--- src/rtl/fnc_pkg.sv ---
package fnc_pkg;

    localparam int NUM_NOTES      = 81;
    localparam int FREQ_FRAC_BITS = 8;
    localparam int ROM_NOTES      = 81;
    localparam int IN_W           = 19;
    localparam int LOG_FRAC       = 24;
    localparam int HALF_CENTS     = 50;
    localparam int CENTS_MUL      = 1200;
    localparam int OUT_IDX_W      = 7;
    localparam int CENTS_W        = 7;

    localparam int NUM_EFF  = (NUM_NOTES > ROM_NOTES) ? ROM_NOTES : NUM_NOTES;
    localparam int IDX_W    = $clog2(NUM_EFF + 1);
    localparam int TAB_N    = 1 << IDX_W;
    localparam int BIT_W    = $clog2(IDX_W);
    localparam int NOTE_W   = 11 + FREQ_FRAC_BITS;
    localparam int CMP_W    = (NOTE_W > IN_W) ? NOTE_W : IN_W;
    localparam int TOP_W    = $clog2(NOTE_W);
    localparam int LOG_W    = TOP_W + LOG_FRAC;
    localparam int MANT_W   = 31;
    localparam int SQ_W     = 2 * MANT_W;
    localparam int SH_W     = $clog2(MANT_W);
    localparam int K_W      = $clog2(LOG_FRAC);
    localparam int PROD_W   = LOG_W + $clog2(CENTS_MUL + 1);
    localparam int Q_DEPTH  = 2;
    localparam int Q_PTR_W  = $clog2(Q_DEPTH);
    localparam int Q_CNT_W  = $clog2(Q_DEPTH + 1);

    localparam int unsigned NOTE_MHZ [ROM_NOTES] = '{
        16351, 17324, 18354, 19445, 20601, 21827,
        23124, 24499, 25956, 27500, 29135, 30868,
        32703, 34648, 36708, 38891, 41203, 43654,
        46249, 48999, 51913, 55000, 58270, 61735,
        65406, 69296, 73416, 77782, 82407, 87307,
        92499, 97999, 103826, 110000, 116541, 123471,
        130813, 138591, 146832, 155563, 164814, 174614,
        184997, 195998, 207652, 220000, 233082, 246942,
        261626, 277183, 293665, 311127, 329628, 349228,
        369994, 391995, 415305, 440000, 466164, 493883,
        523251, 554365, 587330, 622254, 659255, 698456,
        739989, 783991, 830609, 880000, 932328, 987767,
        1046502, 1108731, 1174659, 1244508, 1318510, 1396913,
        1479978, 1567982, 1661219
    };

    typedef logic [CMP_W-1:0] t_note_tab [TAB_N];
    typedef logic [LOG_W-1:0] t_log_tab  [TAB_N];

    typedef struct packed {
        logic              ok;
        logic [IDX_W-1:0]  up;
        logic [NOTE_W-1:0] f;
    } t_item;

    typedef struct packed {
        logic full;
        logic empty;
    } t_q_stat;

    function automatic longint unsigned note_const(input int i);
        longint unsigned m;
        m = longint'(NOTE_MHZ[i]);
        return ((m << FREQ_FRAC_BITS) + 64'd500) / 1000;
    endfunction

    function automatic logic [LOG_W-1:0] log2_const(input longint unsigned v);
        longint unsigned m;
        longint unsigned r;
        int top;
        top = 0;
        for (int b = 0; b < 64; b++) begin
            if (v[b]) top = b;
        end
        if (top <= 30) m = v << (30 - top);
        else           m = v >> (top - 30);
        r = longint'(top) << LOG_FRAC;
        for (int k = LOG_FRAC - 1; k >= 0; k--) begin
            m = (m * m) >> 30;
            if (m >= (64'd1 << 31)) begin
                r = r | (64'd1 << k);
                m = m >> 1;
            end
        end
        return LOG_W'(r);
    endfunction

    function automatic t_note_tab build_note_tab();
        t_note_tab t;
        for (int i = 0; i < TAB_N; i++) begin
            if (i < NUM_EFF) t[i] = CMP_W'(note_const(i));
            else             t[i] = '1;
        end
        return t;
    endfunction

    function automatic t_log_tab build_log_tab();
        t_log_tab t;
        for (int i = 0; i < TAB_N; i++) begin
            if (i < NUM_EFF) t[i] = log2_const(note_const(i));
            else             t[i] = '0;
        end
        return t;
    endfunction

    localparam t_note_tab NOTE_Q   = build_note_tab();
    localparam t_log_tab  NOTE_LOG = build_log_tab();

endpackage

--- src/rtl/fnc_front.sv ---
module fnc_front (
    input  logic                     i_clk,
    input  logic                     i_rst_n,
    input  logic                     start,
    input  logic [fnc_pkg::IN_W-1:0] i_freq_hz_q8,
    input  fnc_pkg::t_q_stat         i_q_stat,
    output logic                     busy,
    output logic                     o_push,
    output fnc_pkg::t_item           o_item
);
    import fnc_pkg::*;

    typedef enum logic [1:0] {F_IDLE, F_SRCH, F_PUSH} t_state;

    t_state             r_state;
    logic [CMP_W-1:0]   r_f;
    logic [IDX_W-1:0]   r_cnt;
    logic [BIT_W-1:0]   r_bit;
    logic [IDX_W-1:0]   cand;
    logic               cand_ok;

    always_comb begin
        cand    = r_cnt | (IDX_W'(1) << r_bit);
        cand_ok = (cand <= IDX_W'(NUM_EFF)) && (NOTE_Q[cand - IDX_W'(1)] <= r_f);
    end

    assign busy        = (r_state != F_IDLE);
    assign o_push      = (r_state == F_PUSH) && !i_q_stat.full;
    assign o_item.ok   = (r_cnt != '0) && (r_cnt != IDX_W'(NUM_EFF));
    assign o_item.up   = r_cnt;
    assign o_item.f    = NOTE_W'(r_f);

    always_ff @(posedge i_clk) begin
        if (!i_rst_n) begin
            r_state <= F_IDLE;
        end else begin
            unique case (r_state)
                F_IDLE: begin
                    if (start) begin
                        r_f     <= CMP_W'(i_freq_hz_q8);
                        r_cnt   <= '0;
                        r_bit   <= BIT_W'(IDX_W - 1);
                        r_state <= F_SRCH;
                    end
                end
                F_SRCH: begin
                    if (cand_ok) r_cnt <= cand;
                    if (r_bit == '0) r_state <= F_PUSH;
                    else             r_bit   <= r_bit - BIT_W'(1);
                end
                F_PUSH: begin
                    if (!i_q_stat.full) r_state <= F_IDLE;
                end
                default: r_state <= F_IDLE;
            endcase
        end
    end

endmodule

--- src/rtl/fnc_queue.sv ---
module fnc_queue (
    input  logic             i_clk,
    input  logic             i_rst_n,
    input  logic             i_push,
    input  fnc_pkg::t_item   i_item,
    input  logic             i_pop,
    output fnc_pkg::t_item   o_item,
    output fnc_pkg::t_q_stat o_stat
);
    import fnc_pkg::*;

    t_item               r_mem [Q_DEPTH];
    logic [Q_PTR_W-1:0]  r_wp;
    logic [Q_PTR_W-1:0]  r_rp;
    logic [Q_CNT_W-1:0]  r_cnt;

    assign o_item       = r_mem[r_rp];
    assign o_stat.full  = (r_cnt == Q_CNT_W'(Q_DEPTH));
    assign o_stat.empty = (r_cnt == '0);

    always_ff @(posedge i_clk) begin
        if (i_push) r_mem[r_wp] <= i_item;
    end

    always_ff @(posedge i_clk) begin
        if (!i_rst_n) begin
            r_wp  <= '0;
            r_rp  <= '0;
            r_cnt <= '0;
        end else begin
            if (i_push) r_wp <= r_wp + Q_PTR_W'(1);
            if (i_pop)  r_rp <= r_rp + Q_PTR_W'(1);
            r_cnt <= r_cnt + Q_CNT_W'(i_push) - Q_CNT_W'(i_pop);
        end
    end

`ifndef SYNTH
    a_no_overflow: assert property (@(posedge i_clk) disable iff (!i_rst_n)
        i_push |-> !o_stat.full)
        else $error("queue push while full");
    a_no_underflow: assert property (@(posedge i_clk) disable iff (!i_rst_n)
        i_pop |-> !o_stat.empty)
        else $error("queue pop while empty");
    a_fill: assert property (@(posedge i_clk) disable iff (!i_rst_n)
        (i_push && !i_pop) |=> !o_stat.empty)
        else $error("queue empty after push");
`endif

endmodule

--- src/rtl/fnc_back.sv ---
module fnc_back (
    input  logic                                 i_clk,
    input  logic                                 i_rst_n,
    input  fnc_pkg::t_item                       i_item,
    input  fnc_pkg::t_q_stat                     i_q_stat,
    output logic                                 o_pop,
    output logic                                 o_valid,
    output logic                                 o_found,
    output logic [fnc_pkg::OUT_IDX_W-1:0]        o_note_index,
    output logic signed [fnc_pkg::CENTS_W-1:0]   o_cents_offset
);
    import fnc_pkg::*;

    typedef enum logic [2:0] {B_IDLE, B_NORM, B_ITER, B_DIFF, B_RND} t_state;

    localparam logic signed [CENTS_W-1:0] LOW_LIM = CENTS_W'(-HALF_CENTS);

    t_state                     r_state;
    logic [NOTE_W-1:0]          r_f;
    logic [IDX_W-1:0]           r_up;
    logic [MANT_W-1:0]          r_m;
    logic [LOG_W-1:0]           r_res;
    logic [K_W-1:0]             r_k;
    logic                       r_neg_up;
    logic                       r_neg_lo;
    logic [PROD_W-1:0]          r_p_up;
    logic [PROD_W-1:0]          r_p_lo;
    logic                       r_valid;
    logic                       r_found;
    logic [OUT_IDX_W-1:0]       r_idx;
    logic signed [CENTS_W-1:0]  r_cents;

    logic [TOP_W-1:0]           top;
    logic [MANT_W-1:0]          m_norm;
    logic [SQ_W-1:0]            sq;
    logic [MANT_W:0]            s;
    logic [MANT_W-1:0]          m_next;
    logic [LOG_W-1:0]           lr_up;
    logic [LOG_W-1:0]           lr_lo;
    logic                       neg_up;
    logic                       neg_lo;
    logic [LOG_W-1:0]           d_up;
    logic [LOG_W-1:0]           d_lo;
    logic signed [CENTS_W-1:0]  c_up;
    logic signed [CENTS_W-1:0]  c_lo;

    function automatic logic signed [CENTS_W-1:0] to_cents(input logic [PROD_W-1:0] p,
                                                            input logic neg);
        logic [PROD_W-1:0]  mag_full;
        logic [CENTS_W-1:0] mag;
        mag_full = (p + PROD_W'(1 << (LOG_FRAC - 1))) >> LOG_FRAC;
        mag      = (mag_full > PROD_W'(64)) ? CENTS_W'(64) : CENTS_W'(mag_full);
        if (neg)                    return CENTS_W'(0) - mag;
        else if (mag > CENTS_W'(63)) return CENTS_W'(63);
        else                        return mag;
    endfunction

    always_comb begin
        top = '0;
        for (int b = 0; b < NOTE_W; b++) begin
            if (r_f[b]) top = TOP_W'(b);
        end
        m_norm = MANT_W'({{(MANT_W - NOTE_W){1'b0}}, r_f} << (SH_W'(MANT_W - 1) - SH_W'(top)));
        sq     = SQ_W'(r_m) * SQ_W'(r_m);
        s      = sq[SQ_W-1:MANT_W-1];
        m_next = s[MANT_W] ? s[MANT_W:1] : s[MANT_W-1:0];
        lr_up  = NOTE_LOG[r_up];
        lr_lo  = NOTE_LOG[r_up - IDX_W'(1)];
        neg_up = (r_res < lr_up);
        neg_lo = (r_res < lr_lo);
        d_up   = neg_up ? (lr_up - r_res) : (r_res - lr_up);
        d_lo   = neg_lo ? (lr_lo - r_res) : (r_res - lr_lo);
        c_up   = to_cents(r_p_up, r_neg_up);
        c_lo   = to_cents(r_p_lo, r_neg_lo);
    end

    assign o_pop          = (r_state == B_IDLE) && !i_q_stat.empty;
    assign o_valid        = r_valid;
    assign o_found        = r_found;
    assign o_note_index   = r_idx;
    assign o_cents_offset = r_cents;

    always_ff @(posedge i_clk) begin
        if (!i_rst_n) begin
            r_state <= B_IDLE;
            r_valid <= 1'b0;
        end else begin
            r_valid <= 1'b0;
            unique case (r_state)
                B_IDLE: begin
                    if (!i_q_stat.empty) begin
                        if (i_item.ok) begin
                            r_f     <= i_item.f;
                            r_up    <= i_item.up;
                            r_state <= B_NORM;
                        end else begin
                            r_valid <= 1'b1;
                            r_found <= 1'b0;
                            r_idx   <= '0;
                            r_cents <= '0;
                        end
                    end
                end
                B_NORM: begin
                    r_m     <= m_norm;
                    r_res   <= LOG_W'(top) << LOG_FRAC;
                    r_k     <= K_W'(LOG_FRAC - 1);
                    r_state <= B_ITER;
                end
                B_ITER: begin
                    r_m <= m_next;
                    if (s[MANT_W]) r_res <= r_res | (LOG_W'(1) << r_k);
                    if (r_k == '0) r_state <= B_DIFF;
                    else           r_k     <= r_k - K_W'(1);
                end
                B_DIFF: begin
                    r_neg_up <= neg_up;
                    r_neg_lo <= neg_lo;
                    r_p_up   <= PROD_W'(d_up) * PROD_W'(CENTS_MUL);
                    r_p_lo   <= PROD_W'(d_lo) * PROD_W'(CENTS_MUL);
                    r_state  <= B_RND;
                end
                B_RND: begin
                    r_valid <= 1'b1;
                    r_found <= 1'b1;
                    if (c_up < LOW_LIM) begin
                        r_idx   <= OUT_IDX_W'(r_up - IDX_W'(1));
                        r_cents <= c_lo;
                    end else begin
                        r_idx   <= OUT_IDX_W'(r_up);
                        r_cents <= c_up;
                    end
                    r_state <= B_IDLE;
                end
                default: r_state <= B_IDLE;
            endcase
        end
    end

endmodule

--- src/rtl/frequency_to_note_cents_unit.sv ---
// An item passes the front's 7-step note search and the two-item queue to the back; an
// out-of-range item is answered from the back's idle state, an in-range one after NORM,
// 24 squaring steps of log2, DIFF and RND. The front accepts new items while the back
// works, and stays busy while the queue is full. Results cannot stall.
// Reset (synchronous, active low) empties the queue and idles both parts; no table clear.
module frequency_to_note_cents_unit (
    input  logic                                 i_clk,
    input  logic                                 i_rst_n,
    input  logic                                 start,
    input  logic [fnc_pkg::IN_W-1:0]             i_freq_hz_q8,
    output logic                                 busy,
    output logic                                 o_valid,
    output logic                                 o_found,
    output logic [fnc_pkg::OUT_IDX_W-1:0]        o_note_index,
    output logic signed [fnc_pkg::CENTS_W-1:0]   o_cents_offset
);
    import fnc_pkg::*;

    t_item   push_item;
    t_item   pop_item;
    t_q_stat q_stat;
    logic    push;
    logic    pop;

    fnc_front u_front (
        .i_clk        (i_clk),
        .i_rst_n      (i_rst_n),
        .start        (start),
        .i_freq_hz_q8 (i_freq_hz_q8),
        .i_q_stat     (q_stat),
        .busy         (busy),
        .o_push       (push),
        .o_item       (push_item)
    );

    fnc_queue u_queue (
        .i_clk   (i_clk),
        .i_rst_n (i_rst_n),
        .i_push  (push),
        .i_item  (push_item),
        .i_pop   (pop),
        .o_item  (pop_item),
        .o_stat  (q_stat)
    );

    fnc_back u_back (
        .i_clk          (i_clk),
        .i_rst_n        (i_rst_n),
        .i_item         (pop_item),
        .i_q_stat       (q_stat),
        .o_pop          (pop),
        .o_valid        (o_valid),
        .o_found        (o_found),
        .o_note_index   (o_note_index),
        .o_cents_offset (o_cents_offset)
    );

endmodule

--- config.mk ---
export PLATFORM = sky130hd
export DESIGN_NAME = frequency_to_note_cents_unit
export DESIGN_NICKNAME = d
export VERILOG_FILES = /design/src/rtl/fnc_pkg.sv /design/src/rtl/fnc_front.sv /design/src/rtl/fnc_queue.sv /design/src/rtl/fnc_back.sv /design/src/rtl/frequency_to_note_cents_unit.sv
export SDC_FILE = /design/constraint.sdc
export NUM_CORES = 2
export LEC_CHECK = 0
export BUFFER_PORTS_ARGS = -buffer_cell sky130_fd_sc_hd__buf_2
export CAP_MARGIN = 30
export CORE_MARGIN = 2
export CORE_UTILIZATION = 58
export DETAILED_ROUTE_END_ITERATION = 16
export PLACE_DENSITY_LB_ADDON = 0.2
export SLEW_MARGIN = 10
export SYNTH_ARGS = -nofsm -noshare
export SYNTH_HDL_FRONTEND = slang
export SYNTH_HIERARCHICAL = 1
export SYNTH_SLANG_ARGS = --single-unit
--- constraint.sdc ---
create_clock -name i_clk -period 13.9 [get_ports i_clk]
set_clock_uncertainty 0.05 [all_clocks]
set_input_delay 0 -clock i_clk [delete_from_list [all_inputs] [get_ports i_clk]]
set_output_delay 0 -clock i_clk [all_outputs]
set_load 0.1 [all_outputs]
# Word-level counts from Yosys, hierarchy flattened
# Memories as Yosys holds them, arrays and structs flattened. A register that Yosys moved wholly into a read port is not among the register bits.
# Cells that the tools add are included.
# classes
multipliers,3
n_reduce_logical,27
eq_ne,19
n_shift,3
bitwise_logic,6
n_addsub,17
muxes,68
n_lt_le_gt_ge,12
div_mod_pow,0
# op_table
cell,count
$mux 29,7
$sub 29x29->29,4
$mux 5,18
$mux 7,12
$add 40x24->40 const B,2
$mul 29x7->36 const B,2
$mul 31x31->62,1
$pmux 31 s2,1
$lt 29x29->1,2
$pmux 29 s2,1
$pmux 7 s2,3
$mux 19,2
$gt 16x7->1 const B,2
$mux 31,1
$shl 19x5->31,1
$or 29x29->29,1
$shl 1x5->29 const A,1
$ge 8x8->1 const B,3
$not 7->8,3
$le 19x19->1,1
$reduce_and 4->1,4
$mux 3,5
$reduce_and 3->1,5
$gt 7x6->1 const B,2
36 further kinds,71
# word_totals
wordCells,180
rom_bits,9856
inputBits,22
mem_count,4
ramBits,54
latchBits,0
register_bits,219
# mem_list
memory,words,width,read_ports,rd_clocked_by_memory_dff,write_ports,line_no,text
(name not given),128,29,1,0,0,fnc_back.sv:68,lr_lo = NOTE_LOG[r_up - IDX_W'(1)];
(name not given),128,29,1,0,0,fnc_back.sv:67,lr_up = NOTE_LOG[r_up];
(name not given),128,19,1,0,0,fnc_front.sv:24,cand_ok = (cand <= IDX_W'(NUM_EFF)) && (NOTE_Q[cand - IDX_W'(1)] <= r_f);
u_queue.r_mem,2,27,1,1,1,fnc_queue.sv:12,t_item r_mem [Q_DEPTH];

# Longest topological paths before layout
# depth
depth_word,21
mapped_depth,49
depth_no_buf,42

# Modules after synthesis
# Netlist, hierarchy kept.
# modules_own_cells
mod,area_per_inst_um2,instances,seq_area_each_um2,cells_per_inst
fnc_back,50477.2,1,4344.2,5717
fnc_front,5251.3,1,910.9,734
fnc_queue,2277.2,1,1721.7,105

# Worst setup path before layout
# OpenSTA, ideal clock, no wires.
# synth_path
path_kind,flip-flop to flip-flop
from,register u_back.r_up[0]
to,"register u_back.r_p_lo[33], data pin"
stages_incl_launch_ff,42
t_arrival_ns,10.004
setup_time_ns,0.258
t_required_ns,13.592
n_path_buf,7
slack_ns,3.589
cell_sequence,edfxtp_1 clkbuf_1 inv_1 buf_1 ha_1 clkbuf_1 inv_1 ha_1 clkbuf_1 clkbuf_1 clkbuf_1 o21ai_0 o221ai_1 o21ai_0 a221oi_1 ha_1 buf_2 nand4_1 (+6 left out) or2_2 a31oi_1 xnor2_1 ha_1 ha_1 fa_1 fa_1 ha_1 a21o_1 a211o_1 o22a_1 nand3_1 o21ai_0 a31oi_1 o21ai_1 a311o_1 a21oi_1 xnor2_1
# synth_between
elab_chain_cells,8
elab_cells_between_ends,10
cone_classes,add/sub: 3; mul: 1; order compare: 1; mux: 3; bitwise: 1; memory: 1
# synth_lines
element,line_no,text
from (decl),fnc_back.sv:20,logic [IDX_W-1:0] r_up;
from (signal assigned),fnc_back.sv:94,r_up <= i_item.up;
$sub 7x1->7 *,fnc_back.sv:68,
$not 7->8 (not written as such) *,fnc_back.sv:68,
$mem_v2 128x29 *,-,
$mux 29 (not written as such) * (2 in series),fnc_back.sv:68,
$sub 29x29->29 / $lt 29x29->1 (equally long branches),"fnc_back.sv:72, fnc_back.sv:70",
$mux 29 *,fnc_back.sv:72,d_lo = neg_lo ? (lr_lo - r_res) : (r_res - lr_lo);
$mul 29x7->36 *,fnc_back.sv:120,r_p_lo <= PROD_W'(d_lo) * PROD_W'(CENTS_MUL);
to (signal assigned),fnc_back.sv:120,
to (decl),fnc_back.sv:27,logic [PROD_W-1:0] r_p_lo;
# Every way passes the cells marked *; elsewhere a longest branch is shown, timed or not. The select of a mux whose other input is x is not followed.
# A chain may end at the register's enable or synchronous reset.

# Final worst setup path
# layout_path
from,register u_back.r_up[2]
to,"register u_back.r_p_lo[33], data pin"
# The elaborated chain is that of the path after synthesis.

==> results_dict.tcl <==
set metrics [dict create \
    rows 116 \
    core_mm2 0.0996 \
    synth.most_common_cell "inv_1" \
    dp_hpwl_um 135000 \
    antenna_found_initial 2 \
    drv_slew 0 \
    cp-end-kind "flop" \
    synth.ff_latch_count 236 \
    multi_input_comb_area_mm2 0.0455 \
    viasPerCell 6.19 \
    postCtsSetupBuffers 0 \
    cp-start-kind "flop" \
    ant_nets 0 \
    synth_cell_type_count 119 \
    grt_pass1_wl_um 275000 \
    yosys-top-cells-count "inv_1, fa_1, ha_1" \
    cap_violations 0 \
    cts_buffers 29 \
    syn-num-nets 8066 \
    worst_pin_slew_ps 1110 \
    htreeDepth 1 \
    area_growth_pct 4.22 \
    clockRootBuffer "clkbuf_16" \
    crit_top_cell "ha_1" \
    drt-wirelength-per-cell_um 22.2 \
    cts_tree "done" \
    grt_max_degree 89 \
    fill_cells 8725 \
    max_slew_margin_pct 23.8 \
    first_pass_iters 7 \
    hold_viol 0 \
    synth.area.top_cells "fa_1, ha_1, edfxtp_1" \
    clk-insertion-delay-late_ps 610 \
    grt_pass1_vias 49400 \
    dieArea_mm2 0.103 \
    hold_slack_ps 87.2 \
    synth_edf_count 225 \
    regArea_mm2 0.00698 \
    io_pins 39 \
    rsz0062_at_grt "false" \
    fmax_mhz 84.8 \
    drc 0 \
    yosysTopAreaCell "fa_1" \
    grt_overflow 0 \
    cts_buffer_depth 3 \
    cp_max_fo 49 \
    setup_viol 0 \
    slowest_stage "a21boi_1" \
    nets 7940 \
    synth_top_area_share_pct 29.3 \
    die_height_um 320 \
    ys.flop_type "edfxtp_1" \
    synthCells 6556 \
    io_buffers 38 \
    fin_tns_setup_ps 0 \
    arrival_ps 12110 \
    gp_congestion 1.03 \
    routed_wl_um 172000 \
    track_usage_pct 33.9 \
    max_stage_delay_ps 550 \
    drive_gt1_share_pct 5.36 \
    async_flop_share_pct 0 \
    clock_sinks 236 \
    fin_crit_sh_pct 84.9 \
    first_iter_violations 4665 \
    vias 48000 \
    hp-class "in2reg" \
    crit_type "reg2reg" \
    syn-cell-area_mm2 0.0580 \
    min_period_ps 11800 \
    path_clk_slew_ps 60 \
    yosys_warnings 6 \
    die-width_um 320 \
    initial_core_util_pct 58.3 \
    avgSynthCellArea_um2 8.85 \
    synth-seq-area-share_pct 12.0 \
    cp.required_ps 14220 \
    outcome "finished clean" \
]
## cell type report
type                       instances  share of cell area, %
tap                             1298                   2.69
inverter                        1093                   6.79
multi-input combinational       4902                   75.3
clock inverter                    18                  0.346
timing repair buffer             168                   2.02
clock buffer                      36                   1.29
antenna                            1                0.00414
sequential                       236                   11.5
## stage by stage
step | std cells | utilization (%) | worst slack, ps | cell area, um2
after CTS | 7747 | 60.7 | 2330 | 60400
after floorplan | 6556 | - | 3590 | 58000
after detailed placement | 7672 | 59.5 | 2350 | 59200
after global placement | 7669 | 59.5 | 2440 | 59200
final | 7752 | 60.7 | 2100 | 60500
after global routing | 7751 | 60.7 | 1310 | 60500
## kinds of logic after synthesis
logic type / count (synthesis) / share of synthesized area (%)
simple gates: 1654 / 13.5
buf+inv: 1418 / 9.59
mux: 148 / 2.93
compound gates: 1428 / 16.0
xor+xnor: 183 / 2.79
fa+ha+maj: 1488 / 43.1
other cells: 1 / 0.00646
flops: 236 / 12.0
## per-layer routing
metal	wire (um)	share of wire [%]	global-route usage [%]
met1	70500	41	45.3
met2	79200	46	55.2
met3	13900	8.1	5.13
met4	8260	4.8	14.0
met5	0	0	0.0473
## what timing repair did
action	in CTS	in global routing
resized for setup	0	0
endpoints found under the hold margin	29	0
hold buffers	21	0
## cells in the final DEF, fill, tap and decap left out, types with 52 or more instances in the layout
cell type  count
inv_1       1082
fa_1         850
ha_1         637
nand2_1      587
a21oi_1      408
nor2_1       401
o21ai_0      292
edfxtp_1     225
and2_1       188
xnor2_1      115
buf_4        106
a21o_1       103
mux2i_1       99
nand3_1       93
nor3_1        76
xor2_1        62
nand4_1       58
a31oi_1       58
nor2b_1       56
a211oi_1      55
o211ai_1      55
o22ai_1       52
## worst max-delay path: cells and delay by family, from the launching register on
family | cells | cell delay [ps]
buffers and inverters | 3 | 1490
AND/OR/NAND/NOR | 9 | 1390
XOR/XNOR | 3 | 540
flip-flops | 1 | 370
AO/OA/AOI/OAI | 18 | 4640
multiplexers | 1 | 300
adder cells (fa/ha/maj) | 7 | 2740
## path summary, 6_finish.rpt
path | start | endpoint | slack [ps] | cells after the start
setup reg to reg | u_back/r_up[2] | u_back/r_p_lo[33] | 2100 | 41
hold reg to reg | u_front/r_f[17] | u_queue/r_mem[1][17] | 430 | 0
setup / recovery | u_back/r_up[2] | u_back/r_p_lo[33] | 2100 | 41
hold / removal | i_freq_hz_q8[11] | u_front/r_f[11] | 90 | 2
## sequential cells by signal (all words and copies together), names as in the netlist, 5 cells and up, named ones only
register,count
u_queue/r_mem,54
u_back/r_p_up,17
u_front/r_f,19
u_back/o_cents_offset,7
u_front/r_cnt,7
u_back/r_res,29
u_back/r_f,19
u_back/r_p_lo,17
u_back/r_m,31
u_back/r_k,5
u_back/o_note_index,7
u_back/r_up,7
Power is not shown: default switching activity piles up to over one toggle a cycle in this logic, so the estimate is an artifact.
